### config.mk
export PLATFORM = sky130hd
export DESIGN_NAME = bes_front
export DESIGN_NICKNAME = d
export VERILOG_FILES = /design/src/design/bes_pkg.sv /design/src/design/bes_front.sv
export SDC_FILE = /design/constraint.sdc
export NUM_CORES = 1
export LEC_CHECK = 0
export ABC_AREA = 1
export BUFFER_PORTS_ARGS = -buffer_cell sky130_fd_sc_hd__buf_2
export CORE_MARGIN = 10
export CORE_UTILIZATION = 63
export CTS_BUF_LIST = sky130_fd_sc_hd__clkbuf_4 sky130_fd_sc_hd__clkbuf_8 sky130_fd_sc_hd__clkbuf_16
export CTS_CLUSTER_SIZE = 28
export DETAILED_ROUTE_END_ITERATION = 10
export GPL_TIMING_DRIVEN = 0
export HOLD_SLACK_MARGIN = 0.15
export PLACE_DENSITY = 0.87
export RECOVER_POWER = 25
export SYNTH_ARGS = -nofsm -noshare
export SYNTH_HDL_FRONTEND = slang
export SYNTH_SLANG_ARGS = --single-unit
### constraint.sdc
create_clock -name clk_i -period 17.6 [get_ports clk_i]
set_clock_uncertainty 0.15 [all_clocks]
set_input_delay 0.88 -clock clk_i [delete_from_list [all_inputs] [get_ports clk_i]]
set_output_delay 0.88 -clock clk_i [all_outputs]
set_load 0.03 [all_outputs]
### src/design/bes_pkg.sv
// ----------------------------------------------------------------------------
// bes_pkg
// Shared types and constants of the bilinear equirect sampler.
// ----------------------------------------------------------------------------
`default_nettype none

package bes_pkg;

  localparam int MAX_WIDTH  = 256;
  localparam int MAX_HEIGHT = 128;

  localparam int COL_W   = $clog2(MAX_WIDTH);
  localparam int ROW_W   = $clog2(MAX_HEIGHT);
  localparam int WREG_W  = 9;
  localparam int HREG_W  = 8;
  localparam int CH_W    = 24;
  localparam int NUM_CH  = 3;
  localparam int TEXEL_W = CH_W * NUM_CH;
  localparam int FRAC_W  = 16;
  localparam int COORD_W = 24;

  // four banks split by row and column parity
  localparam int NUM_BANKS  = 4;
  localparam int BANK_DEPTH = (MAX_WIDTH * MAX_HEIGHT) / NUM_BANKS;
  localparam int BANK_AW    = $clog2(BANK_DEPTH);

  // lerp arithmetic widths
  localparam int DIFF_W = CH_W + 1;
  localparam int PROD_W = DIFF_W + FRAC_W + 1;

  localparam int CFG_IDX_W = 2;
  localparam logic [CFG_IDX_W-1:0] CFG_WIDTH  = 2'd0;
  localparam logic [CFG_IDX_W-1:0] CFG_HEIGHT = 2'd1;

  localparam logic [WREG_W-1:0] WIDTH_RESET  = WREG_W'(MAX_WIDTH);
  localparam logic [HREG_W-1:0] HEIGHT_RESET = HREG_W'(MAX_HEIGHT);
  localparam logic [FRAC_W:0]   ONE_Q16      = (FRAC_W+1)'(1 << FRAC_W);

  // classified item handed from the front end to the texel back end
  typedef struct packed {
    logic                 is_write;
    logic [ROW_W-1:0]     row;
    logic [COL_W-1:0]     col;
    logic [TEXEL_W-1:0]   texel;
    logic [COL_W-1:0]     i0;
    logic [COL_W-1:0]     i1;
    logic [ROW_W-1:0]     j0;
    logic [ROW_W-1:0]     j1;
    logic [FRAC_W-1:0]    tx;
    logic [FRAC_W-1:0]    ty;
  } bes_item_t;

endpackage

`default_nettype wire

### src/design/bes_front.sv
// ----------------------------------------------------------------------------
// bes_front
// Accepts items, holds the size registers and turns sample coordinates
// into texel indices and fractions.
// ----------------------------------------------------------------------------
`default_nettype none

module bes_front (
  input  wire logic                            clk_i,
  input  wire logic                            rst_ni,
  input  wire logic                            accept_i,
  input  wire logic                            mode_i,
  input  wire logic [bes_pkg::COL_W-1:0]       texel_col_i,
  input  wire logic [bes_pkg::ROW_W-1:0]       texel_row_i,
  input  wire logic [bes_pkg::TEXEL_W-1:0]     texel_i,
  input  wire logic signed [bes_pkg::COORD_W-1:0] u_coord_i,
  input  wire logic signed [bes_pkg::COORD_W-1:0] v_coord_i,
  input  wire logic                            cfg_we_i,
  input  wire logic [bes_pkg::CFG_IDX_W-1:0]   cfg_index_i,
  input  wire logic [bes_pkg::WREG_W-1:0]      cfg_data_i,
  output logic                                 push_o,
  output bes_pkg::bes_item_t                   item_o
);
  import bes_pkg::*;

  logic [WREG_W-1:0] width_q;
  logic [HREG_W-1:0] height_q;

  // size registers
  always_ff @(posedge clk_i or negedge rst_ni) begin
    if (!rst_ni) begin
      width_q  <= WIDTH_RESET;
      height_q <= HEIGHT_RESET;
    end else if (cfg_we_i) begin
      unique case (cfg_index_i)
        CFG_WIDTH:  width_q  <= cfg_data_i;
        CFG_HEIGHT: height_q <= cfg_data_i[HREG_W-1:0];
        default: ;
      endcase
    end
  end

  // stage 0: capture the accepted item
  logic                   s0_v_q;
  logic                   s0_write_q;
  logic [COL_W-1:0]       s0_col_q;
  logic [ROW_W-1:0]       s0_row_q;
  logic [TEXEL_W-1:0]     s0_texel_q;
  logic [FRAC_W-1:0]      s0_u_q;
  logic signed [COORD_W-1:0] s0_v_coord_q;

  always_ff @(posedge clk_i or negedge rst_ni) begin
    if (!rst_ni) begin
      s0_v_q <= 1'b0;
    end else begin
      s0_v_q <= accept_i;
    end
  end

  always_ff @(posedge clk_i) begin
    if (accept_i) begin
      s0_write_q   <= ~mode_i;
      s0_col_q     <= texel_col_i;
      s0_row_q     <= texel_row_i;
      s0_texel_q   <= texel_i;
      s0_u_q       <= u_coord_i[FRAC_W-1:0];
      s0_v_coord_q <= v_coord_i;
    end
  end

  // clamp sizes to 1..max and form size minus one
  logic [COL_W-1:0] w_m1;
  logic [ROW_W-1:0] h_m1;

  always_comb begin
    priority if (width_q == '0) w_m1 = '0;
    else if (width_q > WREG_W'(MAX_WIDTH)) w_m1 = COL_W'(MAX_WIDTH - 1);
    else w_m1 = COL_W'(width_q - WREG_W'(1));
    priority if (height_q == '0) h_m1 = '0;
    else if (height_q > HREG_W'(MAX_HEIGHT)) h_m1 = ROW_W'(MAX_HEIGHT - 1);
    else h_m1 = ROW_W'(height_q - HREG_W'(1));
  end

  // clamp v to [0, 1.0]
  logic [FRAC_W:0] vv;
  logic [FRAC_W:0] one_minus_v;

  always_comb begin
    priority if (s0_v_coord_q < 0) vv = '0;
    else if (s0_v_coord_q > $signed(COORD_W'(ONE_Q16))) vv = ONE_Q16;
    else vv = s0_v_coord_q[FRAC_W:0];
    one_minus_v = ONE_Q16 - vv;
  end

  // stage 1: scaled coordinates
  logic                       s1_v_q;
  logic                       s1_write_q;
  logic [COL_W-1:0]           s1_col_q;
  logic [ROW_W-1:0]           s1_row_q;
  logic [TEXEL_W-1:0]         s1_texel_q;
  logic [FRAC_W+COL_W-1:0]    s1_fx_q;
  logic [FRAC_W+ROW_W:0]      s1_fy_q;
  logic [COL_W-1:0]           s1_w_m1_q;
  logic [ROW_W-1:0]           s1_h_m1_q;

  always_ff @(posedge clk_i or negedge rst_ni) begin
    if (!rst_ni) begin
      s1_v_q <= 1'b0;
    end else begin
      s1_v_q <= s0_v_q;
    end
  end

  always_ff @(posedge clk_i) begin
    if (s0_v_q) begin
      s1_write_q <= s0_write_q;
      s1_col_q   <= s0_col_q;
      s1_row_q   <= s0_row_q;
      s1_texel_q <= s0_texel_q;
      s1_fx_q    <= (FRAC_W+COL_W)'(s0_u_q * w_m1);
      s1_fy_q    <= (FRAC_W+ROW_W+1)'(one_minus_v * h_m1);
      s1_w_m1_q  <= w_m1;
      s1_h_m1_q  <= h_m1;
    end
  end

  // split into indices and fractions, clamp neighbors
  logic [COL_W-1:0] i0_raw, i0, i1;
  logic [ROW_W:0]   j0_raw;
  logic [ROW_W-1:0] j0, j1;

  always_comb begin
    i0_raw = s1_fx_q[FRAC_W +: COL_W];
    j0_raw = s1_fy_q[FRAC_W +: ROW_W+1];
    i0 = (i0_raw > s1_w_m1_q) ? s1_w_m1_q : i0_raw;
    j0 = (j0_raw > {1'b0, s1_h_m1_q}) ? s1_h_m1_q : j0_raw[ROW_W-1:0];
    i1 = (i0 < s1_w_m1_q) ? COL_W'(i0 + COL_W'(1)) : s1_w_m1_q;
    j1 = (j0 < s1_h_m1_q) ? ROW_W'(j0 + ROW_W'(1)) : s1_h_m1_q;
  end

  assign push_o = s1_v_q;

  always_comb begin
    item_o          = '0;
    item_o.is_write = s1_write_q;
    item_o.row      = s1_row_q;
    item_o.col      = s1_col_q;
    item_o.texel    = s1_texel_q;
    item_o.i0       = i0;
    item_o.i1       = i1;
    item_o.j0       = j0;
    item_o.j1       = j1;
    item_o.tx       = s1_fx_q[FRAC_W-1:0];
    item_o.ty       = s1_fy_q[FRAC_W-1:0];
  end

endmodule

`default_nettype wire

==> results.py <==
metrics = {
    "global_route": {
        "first_global_vias": 14362,
        "antenna_found_initial": 10,
        "grt_max_degree": 101,
        "grt_remaining_overflow": 0,
        "track_usage_pct": 25.8,
        "grt_pass1_wl_mm": 78.2,
    },
    "sta": {
        "worst_pin_slew_ns": 0.881,
        "fin_crit_sh_pct": 38.5,
        "layout_min_cycle_time_ns": 6.78,
        "slew_viol_final": 0,
        "hold_viol_final": 0,
        "slew_headroom_pct": 40.6,
        "hold_slack_ns": 0.259,
        "fmax_mhz": 147,
        "rsz0062_at_grt": "false",
        "setup_ws_ns": 10.82,
        "setup_viol": 0,
        "finalSetupTns_ns": 0,
    },
    "critical_path": {
        "crit_fanout": 9,
        "worstSetupEndpointType": "flip-flop",
        "slowest_stage": "fa_1",
        "reg2reg_slack_ns": 10.82,
        "reg2reg_depth": 28,
        "path_class": "flip-flop to flip-flop",
        "reg2reg_to": "s1_fy_q[22]",
        "timing.rr.start": "s0_v_coord_q[23]",
        "crit_path_max_incr_delay_ns": 0.57,
        "worstPathArrival_ns": 6.95,
        "start_kind": "flip-flop",
        "worstPathRequired_ns": 17.76,
    },
    "cts": {
        "hold_buffers": 1,
        "insertion_delay_ns": 0.56,
        "clkTransAtPathRegs_ns": 0.07,
        "cts_buffers": 29,
        "cts_tree": "done",
        "postCtsSetupBuffers": 0,
        "root_buffer": "clkbuf_16",
        "clockBufferDepth": 3,
        "ctsResizeCount": 0,
        "clock_sinks": 298,
        "cts_max_level": 1,
    },
    "placement": {
        "pre_cts_slack_ns": 10.96,
        "portBuffers": 293,
        "dp_hpwl_mm": 39.5,
        "place.gp.congestion": 0.951,
    },
    "detailed_routing": {
        "final_antenna_net_count": 0,
        "first_iter_violations": 789,
        "num_vias": 13926,
        "post_drt_wl_per_cell_um": 19.3,
        "firstDrtPassIters": 5,
        "drc": 0,
        "drt-total-wl_mm": 49.7,
        "viasPerCell": 5.42,
    },
    "synth": {
        "synth_top_cell_area_share_pct": 43.5,
        "yosysTopAreaCell": "edfxtp_1",
        "syn_area_per_cell_sq_um": 10.6,
        "yosysMostFrequentCell": "nand2_1",
        "synth-seq-cells": 298,
        "synth_warnings": 0,
        "yosys-top-cells-count": "nand2_1, inv_1, edfxtp_1",
        "yosysSeqAreaShare_pct": 46.0,
        "synthTopCellsByArea": "edfxtp_1, fa_1, ha_1",
        "synthArstFlopShare_pct": 6.38,
        "syn_area_sq_um": 19300,
        "synth_flop_cell": "edfxtp_1",
        "synth_edf_count": 279,
        "synth_cell_types": 46,
        "synthesis.nets": 2255,
        "synthCells": 1825,
    },
    "outcome": {
        "status": "complete, no violations",
    },
    "hold_path": {
        "worstHoldStart": "s0_texel_q[39]",
        "hold_end": "s1_texel_q[39]",
        "hp-class": "flip-flop to flip-flop",
        "min_path_cells": 0,
    },
    "run": {
        "cap_viol_max_count": 0,
    },
    "die": {
        "core_sq_um": 29900,
        "dieWidth_um": 195,
        "ios": 302,
        "dieArea_sq_um": 38000,
        "rows": 63,
        "start_util_pct": 64.5,
        "die_y_um": 195,
    },
    "layout": {
        "final_core_util_pct": 74.7,
        "area_growth_pct": 15.8,
        "final_net_count": 2583,
        "drive_gt1_share_pct": 19.8,
    },
}
==> registers in the layout, summed over array words and instances, names as in the netlist, 9 cells and up <==
signal,count
s0_texel_q,72
s0_v_coord_q,24
width_q,9
s0_u_q,16
s1_fx_q,24
s1_texel_q,72
s1_fy_q,24
==> routing by layer <==
layer	share of wire [%]	global-route usage [%]	routed length, um	up-vias
li1	-	-	-	6537
met1	38	30.4	19100	6736
met2	49	44.9	24600	557
met3	9.7	8.36	4830	88
met4	2.2	5.97	1110	8
met5	0.12	0	59	-
==> cells by family (layout without fill, tap and decap cells) <==
logic type	count (synthesis)	after routing	synth area share (%)
fa+ha+maj	279	279	24.3
compound gates	154	154	4.65
xor+xnor	53	53	2.49
other cells	0	2	0
mux	1	1	0.0585
simple gates	686	686	14.9
flops	298	298	46.0
buf+inv	354	705	7.63
==> area by class of cell <==
type,count,area [sq um]
inverter,298,1120
tap,390,488
fill,2037,7570
timing repair buffer,297,1560
sequential,298,8860
antenna,2,5.00
clock buffer,38,818
buffer,56,350
clock inverter,16,175
multi-input combinational,1173,8930
==> critical path: cells and delay by family (launching register included) <==
family | cells | cell delay (ns)
AO/OA/AOI/OAI | 5 | 0.93
flip-flops | 1 | 0.49
AND/OR/NAND/NOR | 13 | 1.84
buffers and inverters | 3 | 0.17
adder cells (fa/ha/maj) | 6 | 2.79
XOR/XNOR | 1 | 0.13
==> through the flow <==
step           instances  instance area, sq um
2_1_floorplan       1825                 19300
3_3_place_gp        2508                 21200
3_5_place_dp        2511                 21300
4_1_cts             2566                 22300
5_1_grt             2568                 22300
6_report            2568                 22300
==> worst max-delay path by stage <==
stage               slack (ns)           to  cells after the start        startpoint
global route             10.44  s1_fy_q[22]                     28  s0_v_coord_q[23]
floorplan                11.73  s1_fy_q[22]                     29  s0_v_coord_q[23]
global placement         11.06  s1_fy_q[22]                     28  s0_v_coord_q[23]
detailed placement       10.96  s1_fy_q[22]                     28  s0_v_coord_q[23]
finish                   10.82  s1_fy_q[22]                     28  s0_v_coord_q[23]
CTS                      10.86  s1_fy_q[22]                     28  s0_v_coord_q[23]
==> placed cells by master, fill, tap and decap left out, drive strengths merged, types with 7 or more instances in the layout <==
cell type,instances
nand2,346
nand3b,7
xor2,33
clkbuf,55
dfrtp,17
xnor2,20
nand3,91
a21oi,57
nand4,10
edfxtp,279
clkinv,8
buf,335
fa,158
inv,302
o211ai,11
o21ai,58
nor2,221
ha,121
Power is left out: the tool's default activity adds up to more than one toggle a clock period on the data nets, which glitch-free logic cannot reach.
