## src/design/bes_pkg.sv

```systemverilog
// ----------------------------------------------------------------------------
// bes_pkg
// Shared types and constants of the bilinear equirect sampler.
// ----------------------------------------------------------------------------
`default_nettype none

package bes_pkg;

  localparam int MAX_WIDTH  = 256;
  localparam int MAX_HEIGHT = 128;

  localparam int COL_W   = $clog2(MAX_WIDTH);
  localparam int ROW_W   = $clog2(MAX_HEIGHT);
  localparam int WREG_W  = 9;
  localparam int HREG_W  = 8;
  localparam int CH_W    = 24;
  localparam int NUM_CH  = 3;
  localparam int TEXEL_W = CH_W * NUM_CH;
  localparam int FRAC_W  = 16;
  localparam int COORD_W = 24;

  // four banks split by row and column parity
  localparam int NUM_BANKS  = 4;
  localparam int BANK_DEPTH = (MAX_WIDTH * MAX_HEIGHT) / NUM_BANKS;
  localparam int BANK_AW    = $clog2(BANK_DEPTH);

  // lerp arithmetic widths
  localparam int DIFF_W = CH_W + 1;
  localparam int PROD_W = DIFF_W + FRAC_W + 1;

  localparam int CFG_IDX_W = 2;
  localparam logic [CFG_IDX_W-1:0] CFG_WIDTH  = 2'd0;
  localparam logic [CFG_IDX_W-1:0] CFG_HEIGHT = 2'd1;

  localparam logic [WREG_W-1:0] WIDTH_RESET  = WREG_W'(MAX_WIDTH);
  localparam logic [HREG_W-1:0] HEIGHT_RESET = HREG_W'(MAX_HEIGHT);
  localparam logic [FRAC_W:0]   ONE_Q16      = (FRAC_W+1)'(1 << FRAC_W);

  // classified item handed from the front end to the texel back end
  typedef struct packed {
    logic                 is_write;
    logic [ROW_W-1:0]     row;
    logic [COL_W-1:0]     col;
    logic [TEXEL_W-1:0]   texel;
    logic [COL_W-1:0]     i0;
    logic [COL_W-1:0]     i1;
    logic [ROW_W-1:0]     j0;
    logic [ROW_W-1:0]     j1;
    logic [FRAC_W-1:0]    tx;
    logic [FRAC_W-1:0]    ty;
  } bes_item_t;

endpackage

`default_nettype wire

```

## src/design/bes_queue.sv

```systemverilog
// ----------------------------------------------------------------------------
// bes_queue
// Two-entry queue between the front end and the texel back end.
// ----------------------------------------------------------------------------
`default_nettype none

module bes_queue (
  input  wire logic               clk_i,
  input  wire logic               rst_ni,
  input  wire logic               push_i,
  input  wire bes_pkg::bes_item_t push_item_i,
  input  wire logic               pop_i,
  output logic                    head_valid_o,
  output bes_pkg::bes_item_t      head_item_o,
  output logic                    full_o
);
  import bes_pkg::*;

  bes_item_t  slot_q [2];
  logic       wr_ptr_q, rd_ptr_q;
  logic [1:0] count_q;
  logic       do_pop;

  assign do_pop       = pop_i && (count_q != 2'd0);
  assign head_valid_o = (count_q != 2'd0);
  assign head_item_o  = slot_q[rd_ptr_q];
  assign full_o       = (count_q == 2'd2);

  // advance pointers and count
  always_ff @(posedge clk_i or negedge rst_ni) begin
    if (!rst_ni) begin
      wr_ptr_q <= 1'b0;
      rd_ptr_q <= 1'b0;
      count_q  <= 2'd0;
    end else begin
      if (push_i) wr_ptr_q <= ~wr_ptr_q;
      if (do_pop) rd_ptr_q <= ~rd_ptr_q;
      count_q <= 2'(count_q + {1'b0, push_i} - {1'b0, do_pop});
    end
  end

  // store pushed item
  always_ff @(posedge clk_i) begin
    if (push_i) begin
      slot_q[wr_ptr_q] <= push_item_i;
    end
  end

endmodule

`default_nettype wire

```

## config.mk

```make
export PLATFORM = sky130hd
export DESIGN_NAME = bes_queue
export DESIGN_NICKNAME = d
export VERILOG_FILES = /design/src/design/bes_pkg.sv /design/src/design/bes_queue.sv
export SDC_FILE = /design/constraint.sdc
export NUM_CORES = 1
export LEC_CHECK = 0
export BUFFER_PORTS_ARGS = -buffer_cell sky130_fd_sc_hd__buf_2
export CAP_MARGIN = 20
export CORE_MARGIN = 8
export CORE_UTILIZATION = 35
export DETAILED_ROUTE_END_ITERATION = 6
export PLACE_DENSITY_LB_ADDON = 0.08
export SYNTH_ARGS = -nofsm -noshare
export SYNTH_HDL_FRONTEND = slang
export SYNTH_SLANG_ARGS = --single-unit
```

## constraint.sdc

```tcl
create_clock -name clk_i -period 17.3 [get_ports clk_i]
set_input_delay 4.325 -clock clk_i [delete_from_list [all_inputs] [get_ports clk_i]]
set_output_delay 4.325 -clock clk_i [all_outputs]
set_load 0.02 [all_outputs]
```

==> results.env, run 1 <==
ANT_NETS=0
SYNTHDISTINCTLIBCELLS=14
PLACEABLECOREAREA_MM2=0.03229
REPORT.POWER.TOTAL_mW=2.571
CRITPATHMAXFANOUT=47
ROW_COUNT=66
SYNTH_CELLS=484
HOLD_CLASS='register to register'
CRIT_PATH_MAX_INCR_DELAY_PS=800
DP.CELLS=1220
CTS_TREE='yes'
POSTCTSSETUPREPAIRBUFS=0
IO-PIN-COUNT=306
HOLD_DEPTH=1
AVGSYNTHCELLAREA_UM2=23.53
TIMING.FINAL.HOLD_VIOLATIONS=0
POST_SYNTH_MUX_AREA_SHARE_PCT=17.80
TIMING.FINAL.CRIT_PERIOD_PS=7071
VDD_IR_DROP_MAX_uV=121.1
SETUP.WORST_PATH.END_CLASS='primary output'
REPORT.FINAL.SLEW_VIOL_COUNT=0
INSERTION_DELAY_PS=500
REQ_TIME_CRIT_PATH_PS=12980
WORST_ENDPOINT_DATA_ARRIVAL_TIME_PS=2750
NUMBER_OF_ANTENNA_VIOLATIONS_AT_THE_FIRST_CHECK_IN_GLOBAL_ROUTING=9
CTS_SINKS=304
SYNTH_COMPOUND_GATE_AREA_SHARE_PCT=0.06591
TOTALWIRELENGTH_MM=25.23
AVGROUTEDWIREPERCELL_UM=19.65
CHIPWIDTH_UM=196.4
SYN-CELL-AREA_MM2=0.01139
CAP_VIOL_MAX_COUNT=0
TOTAL_DIE_AREA_MM2=0.03857
CLKTRANSATPATHREGS_PS=60
YS_SEQ_AREA_SHARE_PCT=79.97
NUM-NETS-FINAL=972
DRC_ERRORS=0
POWER_DENSITY_mW_PER_MM2=176.8
RD_PLACE_CONGESTION=0.7478
DIE-HEIGHT_UM=196.4
GLOBAL_ROUTE.USAGE.TOTAL_PCT=12.51
FILLER_CELL_COUNT=2854
HOLD_WS_PS=573.2
CRITPATHKIND='register to primary output'
GRT_MAX_DEGREE=80
INITIAL_DRT_MARKERS=244
FINALSETUPTNS_PS=0
HOLDPATHEND='wr_ptr_q$_DFFE_PN0P_'
CTS-ROOT-BUF='clkbuf_16'
VIAS_IN_THE_FIRST_GLOBAL_ROUTE=6225
REG2REGPATHDEPTH=3
SYNTHXORXNORAREAFRAC_PCT=0.3076
RR_STARTPOINT='wr_ptr_q$_DFFE_PN0P_'
NUMBER_OF_ITERATIONS_IN_THE_FIRST_DETAILED_ROUTING_PASS=4
POST_ROUTE_CELLS_DRIVE_ABOVE_1_SHARE_PCT=60.95
CRIT_PATH_TOP_DELAY_CELL='dfrtp_4'
CRITICAL_PATH.TOP_DELAY_FAMILY='buffers and inverters'
POST-DP-HPWL_MM=17.42
CLOCKBUFFERDEPTH=3
GRT-OVFL-TOTAL=0
CP_CELL_SEQUENCE='buf_4 > mux2_2 > buf_2'
STDCELL_COUNT=1284
HOLDBUFCOUNTCTS=0
TIMING.SLEW.HEADROOM_PCT=29.15
SYNTHESIS.NETS=640
GRT_SETUP_UNREPAIRED='false'
POWER_LEAKAGE_nW=5.683
RATIO_OF_FINAL_MINIMUM_PERIOD_TO_CLOCK_PERIOD_PCT=40.87
CRITICAL_PATH.REG2REG.ENDPOINT='slot_q[1][73]$_DFFE_PP_'
TIMING.CRITICAL_PATH.BUF_INV=2
CTS-HTREE-LEVELS=2
SYNTH_TOP_FAMILY_BY_AREA='multiplexers'
VIASPERCELL=4.406
R2R_SLACK_PS=14750
POSTSYNTHREGISTERBITS=304
SETUP-VIOLATIONS-FINAL=0
STATUS='finished clean'
CTS_BUFFERS=34
EFFECTIVE_UTILIZATION_AT_FLOORPLAN_PCT=35.27
TIGHTESTPINTRANSITION_PS=1063
CLOCK-SKEW-FINAL_PS=15.24
FMAX_MHz=141.4
POST_SYNTH_AND_OR_NAND_NOR_AREA_FRACTION_PCT=0.2197
YS.WARNINGS.COUNT=0
FIRST_PASS_GRT_WIRE_LENGTH_MM=36.81
POST_CTS_RESIZED=0
LAYOUT-AREA-OVERHEAD-VS-SYNTH_PCT=27.68
HP_START='wr_ptr_q$_DFFE_PN0P_'
PORT-BUFFER-COUNT=305
WORST_SETUP_PATH_START_KIND='register'
VIAS=5657
YOSYS.AREA_SHARE.ADDER_PCT=0.2197
FINAL_CORE_UTIL_PCT=45.04
## cell type report
class / count / area [um^2] / share of cell area (%)
Multi-Input combinational cell: 161 / 2130 / 14.64
Clock inverter: 10 / 123.9 / 0.8518
Tap cell: 442 / 553.0 / 3.803
Timing Repair Buffer: 313 / 1627 / 11.18
Inverter: 2 / 7.507 / 0.05162
Antenna cell: 2 / 5.005 / 0.03441
Clock buffer: 50 / 984.7 / 6.771
Sequential cell: 304 / 9112 / 62.66
## worst register-to-register path: cells and delay by family (launching register included)
kind / cells / cell delay [ps]
flip-flops: 1 / 430
buffers and inverters: 2 / 870
AND/OR/NAND/NOR: 1 / 850
## registers in the layout, summed over array words and instances, names as in the netlist
signal / count
count_q: 2
rd_ptr_q: 1
slot_q: 300
wr_ptr_q: 1
## cells by family (layout without fill, tap and decap cells)
| kind of cell | Yosys count | count (layout) |
|---|---|---|
| flip-flops | 304 | 304 |
| multiplexers | 150 | 150 |
| buffers and inverters | 19 | 375 |
| XOR/XNOR | 4 | 4 |
| AND/OR/NAND/NOR | 4 | 4 |
| adder cells (fa/ha/maj) | 2 | 2 |
| AO/OA/AOI/OAI | 1 | 1 |
| other | 0 | 2 |
## per-stage QoR
step	cell area [um^2]	setup WS, ps
2_1_floorplan	11390	5808
3_3_place_gp	13370	10540
3_5_place_dp	13370	10480
4_1_cts	14480	9916
5_1_grt	14540	10070
6_report	14540	10230
## cell usage after synthesis
master / number / area, um^2
ha_1: 2 / 25.02
mux2_2: 60 / 675.7
nor2b_1: 2 / 12.51
xnor2_1: 2 / 17.52
buf_6: 11 / 123.9
edfxtp_1: 300 / 9009
mux2_4: 90 / 1351
and2_1: 1 / 6.260
dfrtp_1: 4 / 100.1
xor2_1: 2 / 17.52
or2_2: 1 / 6.260
o21a_1: 1 / 7.510
inv_1: 2 / 7.510
buf_2: 6 / 30.03
## cell usage in the layout, fill, tap and decap left out
cell type	n
and2_4	1
buf_16	2
buf_2	305
buf_4	6
bufinv_16	3
clkbuf_1	12
clkbuf_16	37
clkbuf_8	1
clkinv_1	3
clkinv_2	3
clkinvlp_4	1
dfrtp_1	3
dfrtp_4	1
diode_2	2
edfxtp_1	300
ha_1	2
inv_1	2
mux2_2	60
mux2_4	90
nor2b_1	1
nor2b_4	1
o21a_1	1
or2_2	1
xnor2_1	2
xor2_1	2
## worst max path at each step
stage | cells after the start | slack, ps | from | end
finish | 3 | 10230 | rd_ptr_q$_DFFE_PN0P_ | head_item_o[149]
global route | 3 | 10070 | rd_ptr_q$_DFFE_PN0P_ | head_item_o[149]
CTS | 3 | 9920 | rd_ptr_q$_DFFE_PN0P_ | head_item_o[0]
detailed placement | 3 | 10480 | push_i | slot_q[1][91]$_DFFE_PP_
global placement | 3 | 10540 | push_i | slot_q[1][90]$_DFFE_PP_
floorplan | 1 | 5810 | push_i | slot_q[0][0]$_DFFE_PP_
## routing by layer
layer	global-route usage, %	wire, um	vias up
met2	20.63	12000	212
met5	0	81	-
met3	5.458	2416	52
met4	3.930	582	14
li1	-	-	2595
met1	14.57	10150	2784
## report_power, final
part | switching [mW] | internal (mW)
Combinational | 0.484 | 0.351
Clock | 0.267 | 0.439
Sequential | 0.0517 | 0.979
Total | 0.803 | 1.77
(Power assumes the default switching activity.)
==> run 2, diff against run 1 <==
==> constraint.sdc (replaced) <==
create_clock -name clk_i -period 6.1 [get_ports clk_i]
set_input_delay 1.525 -clock clk_i [delete_from_list [all_inputs] [get_ports clk_i]]
set_output_delay 1.525 -clock clk_i [all_outputs]
set_load 0.02 [all_outputs]
==> run 2 against run 1 <==
  * Via count down 0.62%
  * Sequential cell count unchanged
  * Clock power grew to 2.9 times the previous value
  * Sequential share of layout area barely moved
  * Wire length is 1.5% lower
  * Die area stayed put
==> results.env, run 2 (synthesis gave the netlist of run 1 again) <==
AVGROUTEDWIREPERCELL_UM=19.37
GLOBAL_ROUTE.USAGE.TOTAL_PCT=12.35
DRC_ERRORS=0
FIRST_PASS_GRT_WIRE_LENGTH_MM=36.78
FINAL_DESIGN_AREA_NO_FILL_MM2=0.01454
CLKTRANSATPATHREGS_PS=60
FLIP_FLOP_COUNT_OF_THE_LARGEST_REGISTER_ALL_COPIES_AND_WORDS_ADDED=300
STDCELL_COUNT=1282
REG_TOP3='slot_q (300), count_q (2)'
CP-STARTPOINT='rd_ptr_q$_DFFE_PN0P_'
POST_DP_CELL_AREA_MM2=0.01340
TIMING.SLEW.HEADROOM_PCT=33.99
REG2REGPATHDEPTH=2
VIAS_IN_THE_FIRST_GLOBAL_ROUTE=6174
CTS_BUFFERS=35
CRITPATHMAXFANOUT=42
HOLDBUFCOUNTCTS=0
POST_CTS_RESIZED=0
POST_ROUTE_CELLS_DRIVE_ABOVE_1_SHARE_PCT=60.69
TOP_REGISTER_BY_NUMBER_OF_FLIP_FLOPS='slot_q'
RR_STARTPOINT='wr_ptr_q$_DFFE_PN0P_'
RD_PLACE_CONGESTION=0.7013
VIASPERCELL=4.385
CHIPWIDTH_UM=196.4
CTS-ROOT-BUF='clkbuf_16'
GRT_MAX_DEGREE=85
DP.CELLS=1219
IO-PIN-COUNT=306
PRECTSSETUPSLACK_PS=2483
MOSTFREQUENTLAYOUTCELLS='buf_2, edfxtp_1, mux2_4'
GRT_SETUP_UNREPAIRED='false'
VDD_IR_DROP_MAX_uV=335.7
EFFECTIVE_UTILIZATION_AT_FLOORPLAN_PCT=35.27
CLOCK-SKEW-FINAL_PS=13.80
HOLD_WS_PS=548.4
FINAL_CORE_UTIL_PCT=45.02
POST-DP-HPWL_MM=17.06
HOLD_DEPTH=1
REPORT.FINAL.SLEW_VIOL_COUNT=0
TIGHTESTPINTRANSITION_PS=990.1
WORST_SETUP_PATH_START_KIND='register'
LAYOUT-AREA-OVERHEAD-VS-SYNTH_PCT=27.64
POWER_DENSITY_mW_PER_MM2=500.8
INITIAL_DRT_MARKERS=184
CRITPATHKIND='register to primary output'
NUMBER_OF_ANTENNA_VIOLATIONS_AT_THE_FIRST_CHECK_IN_GLOBAL_ROUTING=8
PLACEABLECOREAREA_MM2=0.03229
NUM-NETS-FINAL=970
HP_START='wr_ptr_q$_DFFE_PN0P_'
CTS_SINKS=304
TOTALWIRELENGTH_MM=24.84
SETUP-VIOLATIONS-FINAL=0
WORST_SLACK_PS=1975
TOTAL_DIE_AREA_MM2=0.03857
INSERTION_DELAY_PS=500
VIAS=5622
NUMBER_OF_ITERATIONS_IN_THE_FIRST_DETAILED_ROUTING_PASS=4
FINALSETUPTNS_PS=0
TIMING.FINAL.CRIT_PERIOD_PS=4125
CTS-HTREE-LEVELS=2
ROW_COUNT=66
POSTCTSSETUPREPAIRBUFS=0
WORST_ENDPOINT_DATA_ARRIVAL_TIME_PS=2600
ANT_NETS=0
SETUP.WORST_PATH.END_CLASS='primary output'
CTS_TREE='yes'
REQ_TIME_CRIT_PATH_PS=4580
POWER_LEAKAGE_nW=5.667
CLOCKBUFFERDEPTH=3
RATIO_OF_FINAL_MINIMUM_PERIOD_TO_CLOCK_PERIOD_PCT=67.63
FMAX_MHz=242.4
REPORT.POWER.TOTAL_mW=7.281
HOLD_CLASS='register to register'
DIE-HEIGHT_UM=196.4
CAP_VIOL_MAX_COUNT=0
GRT-OVFL-TOTAL=0
TIMING.FINAL.HOLD_VIOLATIONS=0
MOST_COMMON_CELL_AFTER_LAYOUT_FILL_AND_TAPS_ASIDE='buf_2'
PORT-BUFFER-COUNT=305
STATUS='finished clean'
run 2: report_power, final:
group / total [mW] / switching, mW / internal, mW / leakage, nW
registers: 2.94 / 0.165 / 2.78 / 2.86
logic: 2.31 / 1.33 / 0.980 / 2.27
clock network: 2.03 / 0.760 / 1.27 / 0.538
run 2: area by class of cell:
cell class	count	area (um^2)
clock inverters	13	162.7
multi-input cells	161	2130
flip-flops and latches	304	9112
diodes	3	7.507
inverters	2	7.507
well taps	442	553.0
clock buffers	47	963.4
fillers	2858	17750
repair buffers	310	1602
run 2: routing by layer:
layer | GRT usage [%] | vias to the layer above | part of all wire, %
met4 | 3.622 | 8 | 2.0
met2 | 19.62 | 228 | 46
met1 | 14.78 | 2751 | 41
met3 | 5.936 | 45 | 11
li1 | - | 2590 | -
met5 | 0 | - | 0.21
run 2: final timing paths:
| check | endpoint | slack [ps] |
|---|---|---|
| setup / recovery | head_item_o[136] | 1970 |
| hold / removal | wr_ptr_q$_DFFE_PN0P_ | 550 |
| setup reg to reg | slot_q[1][31]$_DFFE_PP_ | 3860 |
| hold reg to reg | wr_ptr_q$_DFFE_PN0P_ | 550 |
| max in group asynchronous | rd_ptr_q$_DFFE_PN0P_ | 5130 |
| min in group asynchronous | rd_ptr_q$_DFFE_PN0P_ | 830 |
run 2: critical path, cell delays in order (launching register included):
cell and delay (ps):
dfrtp_4 890, buf_4 620, mux2_4 350, buf_2 160
==> run 3, diff against run 2 <==
==> constraint.sdc (replaced) <==
create_clock -name clk_i -period 3.87 [get_ports clk_i]
set_input_delay 0.9675 -clock clk_i [delete_from_list [all_inputs] [get_ports clk_i]]
set_output_delay 0.9675 -clock clk_i [all_outputs]
set_load 0.02 [all_outputs]
==> run 3 against run 2 <==
  * Combinational power up 64%
  * Register-to-register slack worse by 1500 ps
  * Largest cell class unchanged
  * Setup slack worse by 1200 ps
  * Global-route usage up 0.23 points
  * Sequential power up 55%
  * Critical path type unchanged
  * Via count up 0.41%
==> results.env, run 3 (synthesis gave the netlist of run 1 again) <==
POWER_LEAKAGE_nW=5.680
CRIT_PATH_TOP_DELAY_CELL='dfrtp_4'
POWER_DENSITY_mW_PER_MM2=788.1
GRT_SETUP_UNREPAIRED='false'
CTS-ROOT-BUF='clkbuf_16'
CTS_TREE='yes'
DIE-HEIGHT_UM=196.4
WORST_SETUP_PATH_START_KIND='register'
REG_TOP3='slot_q (300), count_q (2)'
CLOCKBUFFERDEPTH=3
TIMING.FINAL.HOLD_VIOLATIONS=0
HOLD_CLASS='input pin to asynchronous set/reset pin'
STATUS='finished clean'
PORT-BUFFER-COUNT=305
RATIO_OF_FINAL_MINIMUM_PERIOD_TO_CLOCK_PERIOD_PCT=79.59
CLKTRANSATPATHREGS_PS=50
AVGROUTEDWIREPERCELL_UM=19.89
POSTCTSSETUPREPAIRBUFS=0
GLOBAL_ROUTE.USAGE.TOTAL_PCT=12.59
POST_ROUTE_CELLS_DRIVE_ABOVE_1_SHARE_PCT=60.65
MOST_COMMON_CELL_AFTER_LAYOUT_FILL_AND_TAPS_ASIDE='buf_2'
CLOCK-SKEW-FINAL_PS=9.485
INITIAL_DRT_MARKERS=155
TOTALWIRELENGTH_MM=25.44
IO-PIN-COUNT=306
NUMBER_OF_ITERATIONS_IN_THE_FIRST_DETAILED_ROUTING_PASS=4
RD_PLACE_CONGESTION=0.7742
CTS_BUFFERS=35
CTS-HTREE-LEVELS=2
VIAS_IN_THE_FIRST_GLOBAL_ROUTE=6298
GRT-OVFL-TOTAL=0
ANT_NETS=0
R2R_SLACK_PS=2360
GRT_MAX_DEGREE=85
SETUP-VIOLATIONS-FINAL=0
TIGHTESTPINTRANSITION_PS=518.9
EFFECTIVE_UTILIZATION_AT_FLOORPLAN_PCT=35.27
CTS_SINKS=304
INSERTION_DELAY_PS=500
MOSTFREQUENTLAYOUTCELLS='buf_2, edfxtp_1, mux2_4'
VDD_IR_DROP_MAX_uV=557.4
NUM-NETS-FINAL=972
ROW_COUNT=66
CRIT_PATH_MAX_INCR_DELAY_PS=620
FIRST_PASS_GRT_WIRE_LENGTH_MM=37.38
WORST_ENDPOINT_DATA_ARRIVAL_TIME_PS=2110
CP_CELL_SEQUENCE='buf_12 > mux2_2 > buf_2'
NUMBER_OF_ANTENNA_VIOLATIONS_AT_THE_FIRST_CHECK_IN_GLOBAL_ROUTING=10
CRITPATHMAXFANOUT=63
REPORT.POWER.TOTAL_mW=11.47
TIMING.SLEW.HEADROOM_PCT=65.40
VIASPERCELL=4.414
VIAS=5645
LAYOUT-AREA-OVERHEAD-VS-SYNTH_PCT=27.77
REPORT.FINAL.SLEW_VIOL_COUNT=0
POST_CTS_RESIZED=0
FLIP_FLOP_COUNT_OF_THE_LARGEST_REGISTER_ALL_COPIES_AND_WORDS_ADDED=300
CHIPWIDTH_UM=196.4
HOLDBUFCOUNTCTS=0
SETUP.WORST_PATH.END_CLASS='primary output'
PLACEABLECOREAREA_MM2=0.03229
TOTAL_DIE_AREA_MM2=0.03857
POST-DP-HPWL_MM=17.42
TOP_REGISTER_BY_NUMBER_OF_FLIP_FLOPS='slot_q'
CAP_VIOL_MAX_COUNT=0
FMAX_MHz=324.7
REQ_TIME_CRIT_PATH_PS=2900
FINALSETUPTNS_PS=0
TIMING.FINAL.CRIT_PERIOD_PS=3080
CRITPATHKIND='register to primary output'
DRC_ERRORS=0
[run 3: per-layer routing]
layer,global-route usage (%),up-vias,wire length [um]
li1,-,2588,-
met1,15.02,2778,10230
met2,20.50,212,12050
met3,5.646,51,2598
met4,3.369,16,467
met5,0,-,97
[run 3: power breakdown]
group | internal [mW] | switching [mW] | leakage, nW
sequential | 4.37 | 0.195 | 2.86
combinational | 1.59 | 2.18 | 2.29
clock | 1.92 | 1.20 | 0.525
[run 3: final cells by class]
cell class / count / area [um^2]
clock inverters: 13 / 128.9
fillers: 2828 / 17740
inverters: 2 / 7.507
repair buffers: 312 / 1667
flip-flops and latches: 304 / 9112
clock buffers: 44 / 952.2
well taps: 442 / 553.0
diodes: 1 / 2.502
multi-input cells: 161 / 2130
[run 3: path summary, 6_finish.rpt]
check	startpoint	end	cells after the start
worst min-delay path	rst_ni	rd_ptr_q$_DFFE_PN0P_	1
worst max register to register	count_q[0]$_DFF_PN0_	count_q[1]$_DFF_PN0_	6
worst min register to register	wr_ptr_q$_DFFE_PN0P_	wr_ptr_q$_DFFE_PN0P_	1
min in group clk_i	wr_ptr_q$_DFFE_PN0P_	wr_ptr_q$_DFFE_PN0P_	1
max in group asynchronous	rst_ni	rd_ptr_q$_DFFE_PN0P_	1
worst max-delay path	rd_ptr_q$_DFFE_PN0P_	head_item_o[48]	3
[run 3: critical path, delay by kind of cell (launching register included)]
kind	cells	cell delay [ps]
buffers and inverters	2	520
multiplexers	1	400
flip-flops	1	620
[run 3: per-stage QoR]
stage / setup WS, ps / cell area (um^2) / hold slack, ps / util (%) / instances
after floorplan: 218.2 / 11400 / 508.3 / - / 484
after global placement: 1317 / 13470 / 531.6 / 41.72 / 1221
after detailed placement: 1266 / 13470 / 544.3 / 41.72 / 1221
after CTS: 720.8 / 14550 / 241.8 / 45.06 / 1278
after global routing: 689.0 / 14550 / 255.7 / 45.06 / 1278
final: 789.9 / 14550 / 270.2 / 45.07 / 1279
